===== src/rtl/core/qau_pkg.sv =====
`timescale 1ns / 1ps
// ----------------------------------------------------------------------------
// qau_pkg: shared types, codes and helpers of the quaternion arithmetic unit
// Holds the transaction structs, the operation and state codes, the
// saturation helpers and the micro-op table of the shared multiplier.
// ----------------------------------------------------------------------------
package qau_pkg;

  localparam int FRAC_BITS = 16;
  localparam int W         = 32;
  localparam int ACC_W     = 52;
  localparam int NUM_W     = 34;
  localparam int DIV_DW    = NUM_W + FRAC_BITS;

  // Function codes as they arrive on the input port.
  localparam logic [3:0] FN_ADD    = 4'd0;
  localparam logic [3:0] FN_SUB    = 4'd1;
  localparam logic [3:0] FN_PROD   = 4'd2;
  localparam logic [3:0] FN_DIV    = 4'd3;
  localparam logic [3:0] FN_CONJ   = 4'd4;
  localparam logic [3:0] FN_NORM   = 4'd5;
  localparam logic [3:0] FN_NRMZ   = 4'd6;
  localparam logic [3:0] FN_INV    = 4'd7;
  localparam logic [3:0] FN_ROT    = 4'd8;
  localparam logic [3:0] FN_MAT    = 4'd9;

  // Status codes.
  localparam logic [1:0] ST_OK   = 2'd0;
  localparam logic [1:0] ST_DIV0 = 2'd1;
  localparam logic [1:0] ST_ZERO = 2'd2;

  typedef enum logic [3:0] {
    OP_ADD, OP_SUB, OP_PROD, OP_DIV, OP_CONJ, OP_NORM,
    OP_NRMZ, OP_INV, OP_ROT, OP_MAT, OP_NONE
  } op_t;

  typedef enum logic [2:0] {
    S_IDLE, S_MUL, S_SQRT, S_DIV, S_FIN, S_ROW3
  } state_t;

  typedef enum logic [2:0] {
    PR_HAM, PR_SQ, PR_ROW0, PR_ROW1, PR_ROW2
  } prog_t;

  typedef struct packed {
    logic [3:0]  func;
    logic [31:0] a_x;
    logic [31:0] a_y;
    logic [31:0] a_z;
    logic [31:0] a_w;
    logic [31:0] b_x;
    logic [31:0] b_y;
    logic [31:0] b_z;
    logic [31:0] b_w;
  } qau_in_t;

  typedef struct packed {
    logic [31:0] r_x;
    logic [31:0] r_y;
    logic [31:0] r_z;
    logic [31:0] r_w;
    logic [1:0]  status;
    logic        last;
  } qau_out_t;

  // Classified transaction; index 0 is x, index 3 is w.
  typedef struct packed {
    op_t               op;
    logic [3:0][W-1:0] a;
    logic [3:0][W-1:0] b;
  } qau_entry_t;

  typedef struct packed {
    logic       valid;
    qau_entry_t e;
  } qau_head_t;

  // One multiplier step: operand indexes, target accumulator, sign and doubling.
  typedef struct packed {
    logic [1:0] pi;
    logic [1:0] qi;
    logic [1:0] acc;
    logic       neg;
    logic       dbl;
  } mop_t;

  function automatic logic signed [ACC_W-1:0] sx(input logic [W-1:0] v);
    return {{(ACC_W-W){v[W-1]}}, v};
  endfunction

  // Clamp a wide signed value to the 32-bit range.
  function automatic logic [W-1:0] sat32(input logic signed [ACC_W-1:0] v);
    logic [W-1:0] r;
    if (v[ACC_W-1:W-1] == '0 || v[ACC_W-1:W-1] == '1) r = v[W-1:0];
    else if (v[ACC_W-1]) r = {1'b1, {(W-1){1'b0}}};
    else r = {1'b0, {(W-1){1'b1}}};
    return r;
  endfunction

  function automatic mop_t mk(input logic [1:0] p, input logic [1:0] q,
                              input logic [1:0] a, input logic n, input logic d);
    mop_t m;
    m.pi = p; m.qi = q; m.acc = a; m.neg = n; m.dbl = d;
    return m;
  endfunction

  function automatic logic [5:0] plen(input prog_t p);
    logic [5:0] r;
    unique case (p)
      PR_HAM:  r = 6'd16;
      PR_SQ:   r = 6'd4;
      default: r = 6'd8;
    endcase
    return r;
  endfunction

  // Micro-op table for the Hamilton product, squares and matrix rows.
  function automatic mop_t mop(input prog_t p, input logic [3:0] k);
    mop_t m;
    m = mk(2'd0, 2'd0, 2'd0, 1'b0, 1'b0);
    unique case (p)
      PR_HAM: begin
        unique case (k)
          4'd0:  m = mk(2'd3, 2'd0, 2'd0, 1'b0, 1'b0);
          4'd1:  m = mk(2'd0, 2'd3, 2'd0, 1'b0, 1'b0);
          4'd2:  m = mk(2'd1, 2'd2, 2'd0, 1'b0, 1'b0);
          4'd3:  m = mk(2'd2, 2'd1, 2'd0, 1'b1, 1'b0);
          4'd4:  m = mk(2'd3, 2'd1, 2'd1, 1'b0, 1'b0);
          4'd5:  m = mk(2'd0, 2'd2, 2'd1, 1'b1, 1'b0);
          4'd6:  m = mk(2'd1, 2'd3, 2'd1, 1'b0, 1'b0);
          4'd7:  m = mk(2'd2, 2'd0, 2'd1, 1'b0, 1'b0);
          4'd8:  m = mk(2'd3, 2'd2, 2'd2, 1'b0, 1'b0);
          4'd9:  m = mk(2'd0, 2'd1, 2'd2, 1'b0, 1'b0);
          4'd10: m = mk(2'd1, 2'd0, 2'd2, 1'b1, 1'b0);
          4'd11: m = mk(2'd2, 2'd3, 2'd2, 1'b0, 1'b0);
          4'd12: m = mk(2'd3, 2'd3, 2'd3, 1'b0, 1'b0);
          4'd13: m = mk(2'd0, 2'd0, 2'd3, 1'b1, 1'b0);
          4'd14: m = mk(2'd1, 2'd1, 2'd3, 1'b1, 1'b0);
          default: m = mk(2'd2, 2'd2, 2'd3, 1'b1, 1'b0);
        endcase
      end
      PR_SQ: m = mk(k[1:0], k[1:0], 2'd0, 1'b0, 1'b0);
      PR_ROW0: begin
        unique case (k[2:0])
          3'd0: m = mk(2'd0, 2'd0, 2'd0, 1'b0, 1'b0);
          3'd1: m = mk(2'd1, 2'd1, 2'd0, 1'b1, 1'b0);
          3'd2: m = mk(2'd2, 2'd2, 2'd0, 1'b1, 1'b0);
          3'd3: m = mk(2'd3, 2'd3, 2'd0, 1'b0, 1'b0);
          3'd4: m = mk(2'd0, 2'd1, 2'd1, 1'b0, 1'b1);
          3'd5: m = mk(2'd2, 2'd3, 2'd1, 1'b0, 1'b1);
          3'd6: m = mk(2'd0, 2'd2, 2'd2, 1'b0, 1'b1);
          default: m = mk(2'd1, 2'd3, 2'd2, 1'b1, 1'b1);
        endcase
      end
      PR_ROW1: begin
        unique case (k[2:0])
          3'd0: m = mk(2'd0, 2'd1, 2'd0, 1'b0, 1'b1);
          3'd1: m = mk(2'd2, 2'd3, 2'd0, 1'b1, 1'b1);
          3'd2: m = mk(2'd3, 2'd3, 2'd1, 1'b0, 1'b0);
          3'd3: m = mk(2'd0, 2'd0, 2'd1, 1'b1, 1'b0);
          3'd4: m = mk(2'd1, 2'd1, 2'd1, 1'b0, 1'b0);
          3'd5: m = mk(2'd2, 2'd2, 2'd1, 1'b1, 1'b0);
          3'd6: m = mk(2'd1, 2'd2, 2'd2, 1'b0, 1'b1);
          default: m = mk(2'd0, 2'd3, 2'd2, 1'b0, 1'b1);
        endcase
      end
      default: begin
        unique case (k[2:0])
          3'd0: m = mk(2'd0, 2'd2, 2'd0, 1'b0, 1'b1);
          3'd1: m = mk(2'd1, 2'd3, 2'd0, 1'b0, 1'b1);
          3'd2: m = mk(2'd1, 2'd2, 2'd1, 1'b0, 1'b1);
          3'd3: m = mk(2'd0, 2'd3, 2'd1, 1'b1, 1'b1);
          3'd4: m = mk(2'd3, 2'd3, 2'd2, 1'b0, 1'b0);
          3'd5: m = mk(2'd0, 2'd0, 2'd2, 1'b1, 1'b0);
          3'd6: m = mk(2'd1, 2'd1, 2'd2, 1'b1, 1'b0);
          default: m = mk(2'd2, 2'd2, 2'd2, 1'b0, 1'b0);
        endcase
      end
    endcase
    return m;
  endfunction

endpackage


===== src/rtl/core/qau_front.sv =====
`timescale 1ns / 1ps
// ----------------------------------------------------------------------------
// qau_front: input acceptance, classification and two-entry queue
// Decodes the function code of each accepted transaction and holds it
// until the execution back end takes it.
// ----------------------------------------------------------------------------
module qau_front (
  input  logic              clk,
  input  logic              rst,
  input  logic              start,
  input  qau_pkg::qau_in_t  operands,
  output logic              busy,
  output qau_pkg::qau_head_t head,
  input  logic              pop
);

  qau_pkg::qau_entry_t mem [2];
  qau_pkg::qau_entry_t entry;
  logic       wp;
  logic       rp;
  logic [1:0] count;
  logic       push;

  assign busy = (count == 2'd2);
  assign push = start && !busy;

  // Classify the function code and pack the operands.
  always_comb begin
    unique case (operands.func)
      qau_pkg::FN_ADD:  entry.op = qau_pkg::OP_ADD;
      qau_pkg::FN_SUB:  entry.op = qau_pkg::OP_SUB;
      qau_pkg::FN_PROD: entry.op = qau_pkg::OP_PROD;
      qau_pkg::FN_DIV:  entry.op = qau_pkg::OP_DIV;
      qau_pkg::FN_CONJ: entry.op = qau_pkg::OP_CONJ;
      qau_pkg::FN_NORM: entry.op = qau_pkg::OP_NORM;
      qau_pkg::FN_NRMZ: entry.op = qau_pkg::OP_NRMZ;
      qau_pkg::FN_INV:  entry.op = qau_pkg::OP_INV;
      qau_pkg::FN_ROT:  entry.op = qau_pkg::OP_ROT;
      qau_pkg::FN_MAT:  entry.op = qau_pkg::OP_MAT;
      default:          entry.op = qau_pkg::OP_NONE;
    endcase
    entry.a = {operands.a_w, operands.a_z, operands.a_y, operands.a_x};
    entry.b = {operands.b_w, operands.b_z, operands.b_y, operands.b_x};
  end

  // Queue storage.
  always_ff @(posedge clk) begin
    if (push) begin
      mem[wp] <= entry;
    end
  end

  // Queue pointers and fill count.
  always_ff @(posedge clk) begin
    if (rst) begin
      wp    <= 1'b0;
      rp    <= 1'b0;
      count <= 2'd0;
    end else begin
      if (push) wp <= ~wp;
      if (pop) rp <= ~rp;
      count <= count + {1'b0, push} - {1'b0, pop};
    end
  end

  assign head.valid = (count != 2'd0);
  assign head.e     = mem[rp];

endmodule


===== config.mk =====
export PLATFORM = sky130hd
export DESIGN_NAME = qau_front
export DESIGN_NICKNAME = d
export VERILOG_FILES = /design/src/rtl/core/qau_pkg.sv /design/src/rtl/core/qau_front.sv
export SDC_FILE = /design/constraint.sdc
export NUM_CORES = 1
export LEC_CHECK = 0
export BUFFER_PORTS_ARGS = -buffer_cell sky130_fd_sc_hd__clkbuf_2
export CORE_MARGIN = 2
export CORE_UTILIZATION = 47
export CTS_BUF_LIST = sky130_fd_sc_hd__clkbuf_16
export DETAILED_ROUTE_END_ITERATION = 7
export GPL_TIMING_DRIVEN = 1
export PLACE_DENSITY = 0.73
export RECOVER_POWER = 25
export SYNTH_ARGS = -nofsm -noshare
export SYNTH_HDL_FRONTEND = slang
export SYNTH_SLANG_ARGS = --single-unit

===== constraint.sdc =====
create_clock -name clk -period 7 [get_ports clk]
set_clock_uncertainty 0.2 [all_clocks]
set_input_delay 0.35 -clock clk [delete_from_list [all_inputs] [get_ports clk]]
set_output_delay 0.35 -clock clk [all_outputs]
set_load 0.03 [all_outputs]

-- Word-level counts from Yosys, hierarchy flattened
Memories as Yosys holds them, arrays and structs flattened. A register that Yosys moved wholly into a read port is not among the register bits.
Index checks and enable logic that the tools add are counted.
- bits of input ports: 264
- logic and storage cells: 17
- register bits: 4
- memories kept: 2
- memory bits (writable): 520
- output and inout bits: 262
- memory bits (read-only): 64
- multiplexer cells: 4
- equal/unequal tests: 1
- bitwise logic cells: 2
- reductions and logical operators: 3
- $add $sub $neg: 2
- memory list (name ; words ; bits a word ; rd ports ; clocked after Yosys merged registers in ; wr ports ; RTL line ; source):
    mem ; 2 ; 260 ; 1 ; 1 ; 1 ; qau_front.sv:17 ; qau_pkg::qau_entry_t mem [2];
    (no name shown) ; 16 ; 4 ; 1 ; 0 ; 0 ; qau_front.sv:29 ; unique case (operands.func)
- operators with widths (kind ; number):
    1-bit 2-to-1 mux ; 4
    2-bit by 1-bit adder with 2-bit output ; 1
    2-bit equality test, second input constant ; 1
    1-bit inverter ; 2
    2-bit nonzero test ; 1
    2-bit by 1-bit subtractor with 2-bit output ; 1
    1-bit logical AND ; 1
    1-bit zero test ; 1

-- Longest topological paths before layout
Gate-level depths: netlist of run 1.
- word-level depth: 5
- mapped depth: 8
- mapped depth without buffers: 8

-- Worst setup path after synthesis of run 1
Ideal clock, no wire load.
- kind: reg-to-reg
- from: reg count[0]
- to: mem mem[1][0] (netlist name) (enable)
- setup time: 0.655 ns
- path slack: -0.275 ns
- required time: 6.145 ns
- stages on the path, launching flop included: 3
- data arrival time: 6.420 ns
- period minus slack after synthesis: 7.275 ns
- buffers on the path: 0
- cells stage by stage: dfxtp_1 -> nand2b_1 -> and3_1
- word-level cells in the longest chain between the ends: 5
- RTL lines (item ; RTL line ; source):
    start: declaration ; qau_front.sv:21 ; logic [1:0] count;
    start signal: assignment ; qau_front.sv:62 ; count <= count + {1'b0, push} - {1'b0, pop};
    2-bit equality test ; qau_front.sv:24 ; assign busy = (count == 2'd2);
    1-bit zero test ; qau_front.sv:25 ; assign push = start && !busy;
    1-bit logical AND ; qau_front.sv:25 ;
    1-bit 2-to-1 mux ; qau_front.sv:48 ; if (push) begin
    1-bit 2-to-1 mux (not written as such) ; qau_front.sv:49 ; mem[wp] <= entry;
    end: declaration ; qau_front.sv:17 ;
Every way passes these cells.

==> results.cfg, run 1 <==
[pwr]
p_comb_frac = 0.194
power.share.clock = 0.324
power_frac_seq = 0.482
p_sw_mw = 2.16
irDropWorstVdd_mv = 0.299
intPower_mw = 5.92
p_leak_nw = 10.5
power.density_nw_per_um2 = 299
p_sw_frac = 0.267

[worst_setup_path]
r2r_cells = 5
regToRegStartpoint = count[0]
r2r-end = mem[0][243]
cp.required_ns = 6.45
arrival_ns = 2.97
worst-setup-path-type = flop to primary output
r2r_setup_slack_ns = 3.62
cp-start-kind = flop
endpoint = head[121]
crit_fanout = 123
crit_path_end_kind = primary output

[die]
start_util = 0.475
core_area_sq_um = 41800
rows = 75
die_area_sq_um = 43900
die_w_um = 209
die_y_um = 209
ios = 526

[hold_path]
min_path_type = primary input to flop

[clock_tree]
clockBufferDepth = 3
htree_levels = 2
cts-root-buf = clkbuf_16
clock_sinks = 525
clk_pin_slew_ns = 0.06
cts_resized = 0
cts_tree = done
clkLatencyLatePin_ns = 0.56
cts_made_buffers = 52

[timing]
worst_pin_slew_ns = 1.12
rsz0062_at_grt = false
max_freq_mhz = 284
final_period_minus_worst_setup_slack_ns = 3.52
hold_violations = 0
hold_slack_ns = 0.315
slew-limit-headroom = 0.254
slew_viol_final = 0
worst_slack_ns = 3.48
setup-violations-final = 0
period_share = 0.503
finalSetupTns_ns = 0

[placement]
place_ws_ns = 3.73
dpl.hpwl_mm = 27.7
globalplace.congestion = 0.756
port-buffer-count = 525
dp.cells = 1880

[synthesis]
syn_inst = 839
avgSynthCellArea_sq_um = 23.6
syn_area_sq_um = 19800
ys_seq_area_frac = 0.792
syn-num-nets = 1105
yosys_warnings = 0
ys_ff_latch = 525
synth.distinct_cells = 22

[global_routing]
grt_antenna_before_repair = 3
grt_pass1_vias = 11749
grt_pass1_wl_mm = 67.0
grtUsageTotal = 0.201
grt_overflow = 0
grt_max_degree = 137

[drt]
finalWirelength_mm = 45.1
drtIter0Drc = 640
drc = 0
num_vias = 10963
vias_per_cell = 4.89
ant_nets = 0
drtPass1Iterations = 5
avgRoutedWirePerCell_um = 20.1

[finish]
stdcell_count = 2242
layout-drive-gt1-share = 0.440
multi_input_area_sq_um = 3820
layout_commonest_cell = edfxtp_1
fill_cells = 2767
final_core_util = 0.648
nNetsFinal = 1926
layout_common_cells = edfxtp_1, clkbuf_2, dlygate4sd3_1, mux2_4, clkbuf_1
seqCellArea_sq_um = 15700
area_delta_synth_final_pct = 36.5

[outcome]
outcome = finished clean

[flow_run]
drv_cap = 0
==> synth_stat cells, drive strengths merged <==
cell type / count / share of area
inv: 4 / 0.00076
nand2b: 1 / 0.00032
mux2: 260 / 0.19
dfxtp: 5 / 0.0050
xnor2: 1 / 0.00044
or2: 1 / 0.00032
nor2: 3 / 0.00057
nor2b: 2 / 0.00063
and2: 2 / 0.00063
and3: 1 / 0.00032
buf: 29 / 0.015
or3: 1 / 0.00032
ha: 2 / 0.0013
o21ai: 2 / 0.00050
a21o: 1 / 0.00038
nor3: 1 / 0.00025
nand2: 1 / 0.00019
edfxtp: 520 / 0.79
xor2: 1 / 0.00044
a21oi: 1 / 0.00025
==> final cells by class <==
type                       instances  area share
antenna                            3    0.000277
tap                              539      0.0249
timing repair buffer             796       0.193
multi-input combinational        281       0.141
inverter                           4    0.000832
clock inverter                    41      0.0102
sequential                       525       0.581
clock buffer                      53      0.0490
==> power by group through the flow <==
stage,clock network (mW),registers (mW),logic [mW]
2_1_floorplan,0,3.99,1.05
3_3_place_gp,0,3.94,1.44
3_5_place_dp,0,3.96,1.45
4_1_cts,2.67,3.89,1.58
5_1_grt,2.79,3.92,1.65
6_report,2.62,3.90,1.57
==> sequential cells by signal, indices dropped and copies added, names as in the netlist, named ones only <==
register,flops
rp,1
mem,520
wp,1
count,2
==> routing by layer <==
metal,up-vias,part of all wire,GRT usage
met5,-,0,0
met2,449,0.51,0.355
met4,0,0.034,0.0803
met1,5425,0.38,0.230
li1,4994,-,-
met3,95,0.077,0.0602
==> timing repair <==
action,CTS,global route
endpoints found under the hold margin,525,0
setup buffers,0,0
hold buffers,265,0
==> through the flow <==
stage               area, sq um  total power [mW]
global placement          22900              5.38
finish                    27100              8.08
detailed placement        22900              5.41
floorplan                 19800              5.03
CTS                       27200              8.14
global route              27100              8.35
==> how the worst min path moves through the flow <==
stage	to	slack [ns]	start	cells past startpoint
3_3_place_gp	wp	0.27	wp	2
5_1_grt	mem[0][139]	0.29	operands[235]	2
4_1_cts	mem[0][27]	0.26	operands[123]	2
6_report	mem[0][80]	0.31	operands[48]	2
2_1_floorplan	wp	0.22	rst	1
3_5_place_dp	wp	0.30	wp	2
==> cells by family (layout without fill, tap and decap cells) <==
kind of cell | after synthesis | count (layout) | share of synthesized area
other | 0 | 3 | 0
xor gates and xnor gates | 2 | 2 | 0.000883
muxes | 260 | 260 | 0.185
DFF | 525 | 525 | 0.792
adders and majority gates | 2 | 2 | 0.00126
and+or+nand+nor | 13 | 13 | 0.00353
buffers and inverters | 33 | 894 | 0.0153
AOI/OAI and AO/OA | 4 | 4 | 0.00114
==> worst max-delay path: stages, from the launching register on <==
cell      delay (ns)
dfxtp_4         0.87
buf_12          0.65
mux2_4          0.37
clkbuf_2        0.20
Note: power is estimated with default switching activity, not from simulation.
==> run 2: changes to the inputs <==
ABC_AREA = 1   (was unset)
clock period = 2.9 ns   (was 7 ns; I/O delays follow)
==> results.cfg, run 2 <==
[outcome]
outcome = finished clean

[drt]
drc = 0
vias_per_cell = 4.95
drtIter0Drc = 761
num_vias = 11245
ant_nets = 0
drtPass1Iterations = 4
finalWirelength_mm = 47.7
avgRoutedWirePerCell_um = 21.0

[timing]
finalSetupTns_ns = 0
period_share = 0.875
worst_pin_slew_ns = 0.831
slew_viol_final = 0
hold_slack_ns = 0.0926
hold_violations = 0
max_freq_mhz = 394
slew-limit-headroom = 0.446
setup-violations-final = 0
final_period_minus_worst_setup_slack_ns = 2.54
rsz0062_at_grt = false

[synthesis]
synthSimpleGateAreaFrac = 0.00315
synth.distinct_cells = 15
synth_commonest_cells = edfxtp_1, mux2_4, mux2_2, buf_6, inv_1
syn_inst = 849
yosys_warnings = 0
synth-compound-area-share = 0.00139
avgSynthCellArea_sq_um = 23.4
synthArstFlopShare = 0
ys_ff_latch = 525
synthTopCellsByArea = edfxtp_1, mux2_4, mux2_2
synth_top_family_by_area = multiplexers
synth_xor_area_frac = 0.000441
synth_edf_count = 520
synth_top_area_cell = edfxtp_1
ys_seq_area_frac = 0.792
muxShareOfSynthArea = 0.185
syn_area_sq_um = 19800
synth_top_area_share = 0.787
synth-main-ff-cell = edfxtp_1
yosysMostFrequentCell = edfxtp_1
synthAdderAreaFrac = 0.00126
syn-num-nets = 1115

[flow_run]
drv_cap = 0

[worst_setup_path]
r2r-end = count[0]
regToRegStartpoint = count[0]
r2r_cells = 9
r2r_setup_slack_ns = 0.82
crit_path_end_kind = primary output
cp-start-kind = flop
worst-setup-path-type = flop to primary output
arrival_ns = 2.19
crit_fanout = 33
cp.required_ns = 2.56

[pwr]
irDropWorstVdd_mv = 0.627
p_leak_nw = 10.7
power.density_nw_per_um2 = 700

[finish]
largest_reg_flops = 520
nNetsFinal = 1957
layout_commonest_cell = edfxtp_1
multi_input_area_sq_um = 3820
fill_cells = 2779
area_delta_synth_final_pct = 37.8
layout-drive-gt1-share = 0.451
top_regs = mem x520, count x2
layout_common_cells = edfxtp_1, clkbuf_2, dlygate4sd3_1, mux2_4, clkbuf_1
seqCellArea_sq_um = 15700
regMostFlops = mem

[die]
start_util = 0.474
die_area_sq_um = 43900
ios = 526
die_y_um = 209
die_w_um = 209
core_area_sq_um = 41900
rows = 75

[placement]
port-buffer-count = 525
globalplace.congestion = 0.808
dpl.hpwl_mm = 30.4

[clock_tree]
cts_made_buffers = 52
cts_resized = 0
clk_pin_slew_ns = 0.06
clockBufferDepth = 3
clkLatencyLatePin_ns = 0.57
cts-root-buf = clkbuf_16
cts_tree = done
htree_levels = 2
clock_sinks = 525

[global_routing]
grt_overflow = 0
grtUsageTotal = 0.212
grt_antenna_before_repair = 6
grt_max_degree = 127
grt_pass1_vias = 11968
grt_pass1_wl_mm = 70.2

[hold_path]
min_path_type = primary input to flop
min_to = mem[0][4]
hold_path_depth = 2
hold_path_startpoint = operands[100]
[run 2: changes by cell type in the layout (fill, tap and decap cells not counted), sizes merged, moves of 4 or more]
cell,change
nand2,+6
nor2,+4
buf,+21
inv,+8
[run 2: worst max-delay path, stage by stage, from the launching register on]
cell	delay (ns)
dfxtp_4	0.53
buf_4	0.48
mux2_2	0.40
clkbuf_2	0.19
[run 2: cell type report]
cell class	instances	share of cell area
flip-flops and latches	525	0.575
repair buffers	817	0.202
multi-input cells	284	0.140
clock buffers	53	0.0485
well taps	539	0.0247
clock inverters	39	0.00814
inverters	11	0.00165
diodes	5	0.000457
[run 2: per-layer routing]
layer,GRT usage,up-vias,share of wire
li1,-,5061,-
met4,0.0753,2,0.026
met1,0.245,5511,0.37
met3,0.0622,84,0.088
met2,0.378,587,0.51
met5,0,-,0.00025
[run 2: kinds of logic (layout without fill, tap and decap cells)]
| group | Yosys count | count (layout) |
|---|---|---|
| adders and majority gates | 2 | 2 |
| and+or+nand+nor | 16 | 16 |
| DFF | 525 | 525 |
| muxes | 260 | 260 |
| xor gates and xnor gates | 1 | 1 |
| AOI/OAI and AO/OA | 5 | 5 |
| buffers and inverters | 40 | 920 |
| other | 0 | 5 |
[run 2: repair_timing]
item                                   4_1_cts  5_1_grt
setup buffers                                0        0
endpoints found under the hold margin      536        0
hold buffers                               265        0
[run 2: stage by stage]
| stage | power (mW) | utilization | setup WS [ns] | instance area (sq um) | cells |
|---|---|---|---|---|---|
| final | 19.1 | 0.654 | 0.362 | 27400 | 2273 |
| after global routing | 19.8 | 0.654 | 0.260 | 27400 | 2273 |
| after CTS | 19.3 | 0.656 | 0.314 | 27500 | 2268 |
| after detailed placement | 12.8 | 0.556 | 0.962 | 23300 | 1911 |
| after global placement | 12.8 | 0.556 | 0.986 | 23300 | 1911 |
| after floorplan | 11.8 | - | -2.09 | 19900 | 849 |
[run 2: where the power goes]
| group | total (mW) | internal (mW) | switching [mW] |
|---|---|---|---|
| Sequential | 9.30 | 9.12 | 0.184 |
| Clock | 6.15 | 3.46 | 2.69 |
| Combinational | 3.69 | 1.45 | 2.23 |
| Total | 19.1 | 14.0 | 5.11 |
[run 2: how the worst max path moves through the flow]
stage / start / endpoint / depth (start not counted)
after floorplan: count[0] / mem[1][0] / 4
after global placement: flop / head[96] / 3
after detailed placement: flop / head[20] / 3
after CTS: flop / head[20] / 3
after global routing: flop / head[17] / 3
final: flop / head[16] / 3
